## src/rtl/ubx_pkg.sv

```systemverilog
package ubx_pkg;

	localparam logic [7:0] SYNC_FIRST  = 8'hB5;
	localparam logic [7:0] SYNC_SECOND = 8'h62;

	localparam logic KIND_PAYLOAD = 1'b0;
	localparam logic KIND_END     = 1'b1;

	localparam logic [1:0] STATUS_GOOD     = 2'd0;
	localparam logic [1:0] STATUS_BAD_CKA  = 2'd1;
	localparam logic [1:0] STATUS_BAD_CKB  = 2'd2;
	localparam logic [1:0] STATUS_TOO_LONG = 2'd3;

	typedef struct packed {
		logic        kind;
		logic [7:0]  data_byte;
		logic [7:0]  byte_index;
		logic [7:0]  frame_class;
		logic [7:0]  msg_id;
		logic [15:0] frame_length;
		logic [1:0]  status;
		logic        last;
	} ubx_result_t;

endpackage

```

## src/rtl/ubx_fsm.sv

```systemverilog
module ubx_fsm #(
	parameter int MAX_PAYLOAD = 256
) (
	input  logic                 clk,
	input  logic                 arst_n,
	input  logic                 accept,
	input  logic [7:0]           rx_byte,
	output logic                 res_valid,
	output ubx_pkg::ubx_result_t res
);
	import ubx_pkg::*;

	localparam int CW = $clog2(MAX_PAYLOAD + 1);
	localparam logic [16:0] MAX_LEN = 17'(MAX_PAYLOAD);

	localparam logic [2:0] PH_SYNC1   = 3'd0;
	localparam logic [2:0] PH_SYNC2   = 3'd1;
	localparam logic [2:0] PH_CLASS   = 3'd2;
	localparam logic [2:0] PH_ID      = 3'd3;
	localparam logic [2:0] PH_LENGTH  = 3'd4;
	localparam logic [2:0] PH_PAYLOAD = 3'd5;
	localparam logic [2:0] PH_CKA     = 3'd6;
	localparam logic [2:0] PH_CKB     = 3'd7;

	logic [2:0]    phase_q, phase_d;
	logic [7:0]    class_q, class_d;
	logic [7:0]    id_q, id_d;
	logic [15:0]   length_q, length_d;
	logic [CW-1:0] count_q, count_d;
	logic          len_hi_q, len_hi_d;
	logic [7:0]    sum_a_q, sum_a_d;
	logic [7:0]    sum_b_q, sum_b_d;
	logic [7:0]    sum_a_add, sum_b_add;
	logic [16:0]   count_inc;

	assign sum_a_add = sum_a_q + rx_byte;
	assign sum_b_add = sum_b_q + sum_a_add;
	assign count_inc = 17'(count_q) + 17'd1;

	always_comb begin
		phase_d   = phase_q;
		class_d   = class_q;
		id_d      = id_q;
		length_d  = length_q;
		count_d   = count_q;
		len_hi_d  = len_hi_q;
		sum_a_d   = sum_a_q;
		sum_b_d   = sum_b_q;
		res_valid = 1'b0;
		res.kind       = KIND_PAYLOAD;
		res.data_byte  = 8'd0;
		res.byte_index = 8'd0;
		res.status     = STATUS_GOOD;

		unique case (phase_q)
			PH_SYNC1: begin
				if (rx_byte == SYNC_FIRST) begin
					phase_d = PH_SYNC2;
				end
			end
			PH_SYNC2: begin
				if (rx_byte == SYNC_SECOND) begin
					sum_a_d = 8'd0;
					sum_b_d = 8'd0;
					phase_d = PH_CLASS;
				end else begin
					phase_d = PH_SYNC1;
				end
			end
			PH_CLASS: begin
				sum_a_d = sum_a_add;
				sum_b_d = sum_b_add;
				class_d = rx_byte;
				phase_d = PH_ID;
			end
			PH_ID: begin
				sum_a_d  = sum_a_add;
				sum_b_d  = sum_b_add;
				id_d     = rx_byte;
				len_hi_d = 1'b0;
				count_d  = '0;
				phase_d  = PH_LENGTH;
			end
			PH_LENGTH: begin
				sum_a_d = sum_a_add;
				sum_b_d = sum_b_add;
				if (!len_hi_q) begin
					length_d = {8'd0, rx_byte};
					len_hi_d = 1'b1;
				end else begin
					length_d = {rx_byte, length_q[7:0]};
					len_hi_d = 1'b0;
					if (17'(length_d) > MAX_LEN) begin
						// drop oversize frame, report it
						phase_d    = PH_SYNC1;
						res_valid  = 1'b1;
						res.kind   = KIND_END;
						res.status = STATUS_TOO_LONG;
					end else if (length_d == 16'd0) begin
						phase_d = PH_CKA;
					end else begin
						phase_d = PH_PAYLOAD;
					end
				end
			end
			PH_PAYLOAD: begin
				sum_a_d        = sum_a_add;
				sum_b_d        = sum_b_add;
				res_valid      = 1'b1;
				res.data_byte  = rx_byte;
				res.byte_index = 8'(count_q);
				if (count_inc >= 17'(length_q)) begin
					count_d = '0;
					phase_d = PH_CKA;
				end else begin
					count_d = CW'(count_inc);
				end
			end
			PH_CKA: begin
				if (rx_byte != sum_a_q) begin
					phase_d    = PH_SYNC1;
					res_valid  = 1'b1;
					res.kind   = KIND_END;
					res.status = STATUS_BAD_CKA;
				end else begin
					phase_d = PH_CKB;
				end
			end
			PH_CKB: begin
				phase_d    = PH_SYNC1;
				res_valid  = 1'b1;
				res.kind   = KIND_END;
				res.status = (rx_byte == sum_b_q) ? STATUS_GOOD : STATUS_BAD_CKB;
			end
			default: begin
				phase_d = PH_SYNC1;
			end
		endcase

		res.frame_class  = class_d;
		res.msg_id       = id_d;
		res.frame_length = length_d;
		res.last         = res.kind;
	end

	always_ff @(posedge clk or negedge arst_n) begin
		if (!arst_n) begin
			phase_q  <= PH_SYNC1;
			class_q  <= 8'd0;
			id_q     <= 8'd0;
			length_q <= 16'd0;
			count_q  <= '0;
			len_hi_q <= 1'b0;
			sum_a_q  <= 8'd0;
			sum_b_q  <= 8'd0;
		end else if (accept) begin
			phase_q  <= phase_d;
			class_q  <= class_d;
			id_q     <= id_d;
			length_q <= length_d;
			count_q  <= count_d;
			len_hi_q <= len_hi_d;
			sum_a_q  <= sum_a_d;
			sum_b_q  <= sum_b_d;
		end
	end

	a_payload_count_in_range: assert property (@(posedge clk) disable iff (!arst_n)
		phase_q == PH_PAYLOAD |-> 17'(count_q) < 17'(length_q))
		else $error("payload count reached frame length");

	a_payload_length_legal: assert property (@(posedge clk) disable iff (!arst_n)
		phase_q == PH_PAYLOAD |-> length_q != 16'd0 && 17'(length_q) <= MAX_LEN)
		else $error("payload phase with illegal length");

	a_end_resyncs: assert property (@(posedge clk) disable iff (!arst_n)
		accept && res_valid && res.kind == KIND_END |=> phase_q == PH_SYNC1)
		else $error("end of frame did not return to sync search");

	a_payload_only_in_payload: assert property (@(posedge clk) disable iff (!arst_n)
		accept && res_valid && res.kind == KIND_PAYLOAD |-> phase_q == PH_PAYLOAD)
		else $error("payload byte emitted outside payload phase");

endmodule

```

## src/rtl/ubx_frame_parser.sv

```systemverilog
// UBX frame parser: takes one received byte per request and finds frames of the form
// 0xB5 0x62, class, id, 16-bit little-endian length, payload, CK_A, CK_B. Each payload
// byte comes out as it arrives (kind 0, with its index), and every frame that gets past
// its length field ends with one end-of-frame result (kind 1, last 1) whose status is
// good, CK_A bad, CK_B bad, or too long (length above MAX_PAYLOAD). For each accepted
// byte the parser state and Fletcher sums update on the accepting edge and any result
// lands in a single output register, so a new byte is taken every cycle unless that
// register holds a result the sink is stalling; each result shows in the next cycle.
module ubx_frame_parser #(
	parameter int MAX_PAYLOAD = 256
) (
	input  logic        clk,
	input  logic        arst_n,
	input  logic        in_valid,
	output logic        in_stall,
	input  logic [7:0]  rx_byte,
	output logic        out_valid,
	input  logic        out_stall,
	output logic        kind,
	output logic [7:0]  data_byte,
	output logic [7:0]  byte_index,
	output logic [7:0]  frame_class,
	output logic [7:0]  msg_id,
	output logic [15:0] frame_length,
	output logic [1:0]  status,
	output logic        last
);
	import ubx_pkg::*;

	logic        accept;
	logic        res_valid;
	ubx_result_t res;
	ubx_result_t out_q;
	logic        out_valid_q;

	// hold input only while a result waits on a stalled sink
	assign in_stall = out_valid_q & out_stall;
	assign accept   = in_valid & ~in_stall;

	ubx_fsm #(
		.MAX_PAYLOAD(MAX_PAYLOAD)
	) u_fsm (
		.clk      (clk),
		.arst_n   (arst_n),
		.accept   (accept),
		.rx_byte  (rx_byte),
		.res_valid(res_valid),
		.res      (res)
	);

	always_ff @(posedge clk or negedge arst_n) begin
		if (!arst_n) begin
			out_valid_q <= 1'b0;
		end else if (accept) begin
			out_valid_q <= res_valid;
		end else if (!out_stall) begin
			out_valid_q <= 1'b0;
		end
	end

	always_ff @(posedge clk) begin
		if (accept && res_valid) begin
			out_q <= res;
		end
	end

	assign out_valid    = out_valid_q;
	assign kind         = out_q.kind;
	assign data_byte    = out_q.data_byte;
	assign byte_index   = out_q.byte_index;
	assign frame_class  = out_q.frame_class;
	assign msg_id       = out_q.msg_id;
	assign frame_length = out_q.frame_length;
	assign status       = out_q.status;
	assign last         = out_q.last;

endmodule

```

## config.mk

```make
export PLATFORM = sky130hd
export DESIGN_NAME = ubx_frame_parser
export DESIGN_NICKNAME = d
export VERILOG_FILES = /design/src/rtl/ubx_pkg.sv /design/src/rtl/ubx_fsm.sv /design/src/rtl/ubx_frame_parser.sv
export SDC_FILE = /design/constraint.sdc
export NUM_CORES = 1
export LEC_CHECK = 0
export BUFFER_PORTS_ARGS = -buffer_cell sky130_fd_sc_hd__buf_4
export CORE_UTILIZATION = 60
export DETAILED_ROUTE_END_ITERATION = 16
export MAX_ROUTING_LAYER = met4
export PLACE_DENSITY = 0.82
export REMOVE_ABC_BUFFERS = 1
export SLEW_MARGIN = 20
export SYNTH_ARGS = -nofsm -noshare
export SYNTH_HDL_FRONTEND = slang
export SYNTH_SLANG_ARGS = --single-unit
```

## constraint.sdc

```tcl
create_clock -name clk -period 6.5 [get_ports clk]
set_input_delay 0.65 -clock clk [delete_from_list [all_inputs] [get_ports clk]]
set_output_delay 0.65 -clock clk [all_outputs]
set_load 0.03 [all_outputs]
```

* After elaboration in Yosys (flattened, before gate mapping)
Cells that the tools add are included.
** Word-level totals
- Register bits after elaboration :: 113
- Input port bits :: 12
- Output and inout bits :: 54
- Logic and storage cells :: 83
** Operators by class
- $add $sub $neg :: 3
- Order comparisons :: 2
- Equality and inequality tests :: 16
- Multiplexer cells :: 31
- Bitwise logic cells :: 3
- Reductions and logical operators :: 12
** Operators by type and width (count)
- 16-bit 2-to-1 mux :: 2
- 8-bit case mux with 2 select lines :: 2
- 8-bit 2-to-1 mux :: 3
- 3-bit case mux with 8 select lines :: 1
- 9-bit case mux with 2 select lines :: 1
- 17-bit by 16-bit greater-or-equal comparator with 1-bit output :: 1
- 8-bit adder :: 2
- 16-bit by 9-bit > comparator with 1-bit output, second input constant :: 1
- 16-bit logical NOT :: 1
- 3-bit 2-to-1 mux :: 5
- 3-bit == test, second input constant :: 4
- 9-bit by 1-bit adder with 10-bit output, second input constant :: 1
- 2-bit 2-to-1 mux :: 5
- 2-bit by 1-bit != test with 1-bit output, second input constant :: 5
- 9-bit 2-to-1 mux :: 1
- 8-bit by 7-bit == test with 1-bit output, second input constant :: 1
- 8-bit == test :: 1
- 8-bit == test, second input constant :: 1
- 8-bit != test :: 1
- 1-bit 2-to-1 mux :: 7
- 3-bit by 2-bit == test with 1-bit output, second input constant :: 2
- 1-bit case mux with 3 select lines :: 2
- 2-bit case mux with 3 select lines :: 1
- 2-bit nonzero test :: 3
- 11 further kinds :: 13

* Longest topological paths before layout
- Word-level depth :: 5
- Mapped depth :: 15
- Mapped depth without buffers :: 15

* Cells and area by module
From an unflattened synthesis, not the netlist that was laid out.
** Unflattened totals
- Cells, all modules :: 531
- Area total of the unflattened synthesis :: 5754.3 um^2
** By module, submodules not included
- ubx_fsm :: times used 1, cells an instance 473, area an instance 4129.0 um^2, sequential area each 1526.5 um^2
- ubx_frame_parser :: times used 1, cells an instance 58, area an instance 1625.3 um^2, sequential area each 1586.5 um^2

* Least setup slack after synthesis
OpenSTA, ideal clock, no wires.
- Kind :: input to register
- From :: in rx_byte[2]
- To :: reg out_q, in the netlist byte_index[0] (enable)
- Setup time :: 0.460 ns
- Data arrival time :: 3.620 ns
- Required time :: 6.040 ns
- Slack :: 2.420 ns
- Stages :: 7
- Path buffers :: 1
- Path through :: clkbuf_1 or4_4 nor4_2 nand2_1 nand2_1 a21o_1 nor2_1
** On the way
- Longest elaborated chain between the ends :: 5
- Elaborated cells between the ends (all ways) :: 7
- Classes of those cells :: order compare (1); eq/ne (1); mux (4); reduce/logical (1)
** Ends and longest elaborated chain
- from (decl) :: RTL line ubx_frame_parser.sv:16 : input logic [7:0] rx_byte,
- 16-bit by 9-bit > comparator with 1-bit output :: RTL line ubx_fsm.sv:93 : if (17'(length_d) > MAX_LEN) begin
- 1-bit 2-to-1 mux :: RTL line ubx_fsm.sv:93
- 1-bit 2-to-1 mux :: RTL line ubx_fsm.sv:87 : if (!len_hi_q) begin
- 1-bit case mux with 3 select lines * :: RTL line ubx_fsm.sv:55 : unique case (phase_q)
- 1-bit logical AND * :: RTL line ubx_frame_parser.sv:62 : if (accept && res_valid) begin
- to (signal assigned) :: RTL line ubx_frame_parser.sv:63 : out_q <= res;
- to (decl) :: RTL line ubx_frame_parser.sv:33 : ubx_result_t out_q;
Mark *: on every way between the ends. The rest lies on a longest branch, timed or not.
A chain may end at the register's enable or synchronous reset.

* Final worst setup path
- From :: reg u_fsm.count_q[0]
- To :: reg u_fsm.count_q[7]
** On the way
- Longest elaborated chain between the ends :: 4
** Ends and longest elaborated chain
- from (decl) :: RTL line ubx_fsm.sv:29 : logic [CW-1:0] count_q, count_d;
- from (signal assigned) :: RTL line ubx_fsm.sv:161 : count_q <= count_d;
- 9-bit by 1-bit adder with 10-bit output * :: RTL line ubx_fsm.sv:38 : assign count_inc = 17'(count_q) + 17'd1;
- 17-bit by 16-bit greater-or-equal comparator with 1-bit output :: RTL line ubx_fsm.sv:112 : if (count_inc >= 17'(length_q)) begin
- 9-bit 2-to-1 mux * :: RTL line ubx_fsm.sv:112
- 9-bit case mux with 2 select lines * :: RTL line ubx_fsm.sv:55
Marked as above.

==> results_dict.tcl <==
set metrics [dict create \
    power.switching_mw 1.32 \
    wirelength_um 13100 \
    place_congestion 0.891 \
    power_frac_clock_pct 27.4 \
    grt_usage_pct 29.9 \
    ir_drop_v 0.000321 \
    antenna_found_initial 0 \
    syn_area_mm2 0.00573 \
    routed_via_density 5.91 \
    antenna_cells 0 \
    dieWidth_um 99.7 \
    power-per-cell-area_mw_per_mm2 507 \
    reg2reg_depth 13 \
    r2r_slack_ns 3.17 \
    drv_slew 0 \
    clock.fmax_mhz 301 \
    path_clk_slew_ns 0.06 \
    cp-end-kind "register" \
    grt_max_degree 63 \
    place_hpwl_um 8240 \
    cpPeakStageDelay_ns 0.46 \
    cts_sinks 113 \
    r2r_start "u_fsm.count_q[0]" \
    worstPathArrival_ns 3.79 \
    post_cts_resized 0 \
    grt_overflow 0 \
    avgSynthCellArea_um2 10.8 \
    path_class "reg2reg" \
    cp_cell_sequence "ha_1, nand2_1, or2_2, nor2_1, xor2_1, ha_1, a211oi_1, o211ai_1, a31oi_1, o31ai_1, a21oi_2, a21o_1, a21o_1" \
    reg2reg_to "u_fsm.count_q[7]" \
    postSynth.asyncResetShare_pct 54.9 \
    placed_cell_area_mm2 0.00627 \
    die_area_mm2 0.00994 \
    ios 66 \
    setup-tns-final_ns 0 \
    synth-edff-count 51 \
    layout.nets 632 \
    initial_core_util_pct 62.0 \
    synth_seq_area_share_pct 53.8 \
    routedWlPerCell_um 17.9 \
    ys_ff_latch 113 \
    internal-power_mw 2.17 \
    num_vias 4341 \
    nFillCells 586 \
    synth_ff_type "dfrtp_1" \
    cts_buffers 17 \
    synthCells 532 \
    min_period_over_period_pct 51.2 \
    dieHeight_um 99.7 \
    required_ns 6.96 \
    antenna_left 0 \
    swShare_pct 37.8 \
    busiest_layer "met2" \
    post_cts_buffers 0 \
    final_area_mm2 0.00688 \
    worst_slew_pin_slew_ns 0.970 \
    status "finished, final reports clean" \
    crit_fanout 8 \
    holdBufCountCts 0 \
    period_minus_slack_ns 3.33 \
    met2_usage_pct 47.0 \
    power_mw 3.49 \
    met1_usage_pct 37.3 \
    ys_warn_count 0 \
    finalHoldViolations 0 \
    core_mm2 0.00924 \
    route.detailed.drc 0 \
    setup_violations 0 \
    final_util_pct 74.5 \
    clockBufferDepth 2 \
    grt_pass1_wl_um 21600 \
    row_count 35 \
    synth_cell_types 54 \
    hold_class "in2async" \
    tritoncts "built" \
    leakagePower_nw 3.09 \
    met3_usage_pct 6.39 \
    syn2layout_area_growth_pct 20.1 \
    io_buffers 65 \
    drt_iter0_markers 406 \
    clock_latency_ns 0.52 \
    startpoint_type "register" \
    cap_violations 0 \
    crit_path_top_delay_cell "dfrtp_1" \
    cts-root-buf "clkbuf_8" \
    h-tree-depth 4 \
    combPwrFrac_pct 39.7 \
    fin_worst_skew_ns 0.00733 \
    dr.pass1.iters 6 \
    relSlewSlack_pct 35.1 \
    hold_ws_ns 0.224 \
    rsz0062_at_grt "no" \
    power_frac_seq_pct 33.0 \
    first_global_vias 4298 \
    drive_gt1_share_pct 22.4 \
]
## metal layers
metal / share of wire [%] / up-vias
li1: - / 1988
met1: 40 / 2116
met2: 50 / 202
met3: 6.8 / 35
met4: 2.4 / 0
met5: 0 / -
## final cells by class
cell class	count	area (um^2)	area share, %
flip-flops and latches	113	3080	44.8
multi-input cells	371	2440	35.4
repair buffers	68	510	7.42
clock buffers	18	418	6.07
clock inverters	14	188	2.73
well taps	129	161	2.35
inverters	22	82.6	1.20
## layout by cell type (no fill, tap or decap), types with 14 or more instances in the layout
master	Yosys	layout
nor2_1	18	17
nand3_1	18	18
mux2_2	23	23
clkbuf_16	0	16
and2_1	17	17
ha_1	25	25
dfrtp_1	62	62
xnor2_1	21	21
buf_4	3	68
edfxtp_1	51	51
o21ai_0	19	19
inv_1	22	22
a21oi_1	14	14
nand2_1	119	119
a22o_1	17	17
## worst max-delay path by stage
stage,startpoint,to,slack [ns],depth (start not counted)
4_1_cts,u_fsm.count_q[0],u_fsm.count_q[7],3.21,13
2_1_floorplan,u_fsm.phase_q[2],byte_index[0],2.45,6
3_5_place_dp,rx_byte[0],u_fsm.sum_b_q[7],3.04,15
3_3_place_gp,rx_byte[0],u_fsm.sum_b_q[7],3.21,15
6_report,u_fsm.count_q[0],u_fsm.count_q[7],3.17,13
5_1_grt,u_fsm.count_q[0],u_fsm.count_q[7],2.95,13
## cells in the mapped netlist, types with 2 or more instances
cell	n	share of area (%)
buf_2	6	0.52
edfxtp_1	51	27
nand4_1	5	0.55
xor2_1	6	0.92
a21o_1	7	0.92
nand2b_1	2	0.22
buf_6	2	0.39
buf_4	3	0.39
nor3_1	7	0.61
nand3_1	18	1.6
nor2_1	18	1.2
or2_2	3	0.33
nand2_1	119	7.8
clkbuf_1	15	0.98
o21ai_0	19	1.7
and2_1	17	1.9
ha_1	25	5.5
a22o_1	17	2.6
dfrtp_1	62	27
fa_1	2	0.70
xnor2_1	21	3.2
o31ai_1	7	0.92
a21oi_1	14	1.2
mux2_2	23	4.5
nor2_2	2	0.22
o211ai_1	5	0.66
inv_1	22	1.4
nor4_1	5	0.55
nor2b_1	4	0.44
## through the flow
step / cells / setup slack, ns
finish: 735 / 3.17
global route: 735 / 2.95
CTS: 735 / 3.21
detailed placement: 703 / 3.04
global placement: 703 / 3.21
floorplan: 506 / 2.45
## sequential cells by signal, summed over array words and instances, names as in the netlist, 3 cells and up
name,flops
frame_length,16
u_fsm.length_q,16
u_fsm.sum_a_q,8
byte_index,8
u_fsm.id_q,8
u_fsm.count_q,9
data_byte,8
u_fsm.phase_q,3
u_fsm.sum_b_q,8
u_fsm.class_q,8
msg_id,8
frame_class,8
## power by group through the flow
stage,Sequential (mW),Combinational (mW),Clock (mW)
final,1.15,1.38,0.956
after CTS,1.15,1.37,0.962
after detailed placement,1.15,1.35,0
after global routing,1.17,1.53,0.990
after global placement,1.14,1.29,0
after floorplan,1.23,0.903,0
## worst max-delay path, delay by kind of cell, from the launching register on
kind            cells  cell delay [ns]
fa+ha+maj           2             0.56
flops               1             0.46
simple gates        3             0.56
xor+xnor            1             0.26
compound gates      7             1.42
## logic make-up (layout without fill, tap and decap cells)
logic type	Yosys count	after routing	share of synthesized area (%)
flip-flops	113	113	53.8
multiplexers	23	23	4.52
AND/OR/NAND/NOR	212	212	17.4
adder cells (fa/ha/maj)	27	27	6.16
AO/OA/AOI/OAI	82	82	10.2
buffers and inverters	48	122	3.74
XOR/XNOR	27	27	4.13
Power figures use the tool's default switching activity.
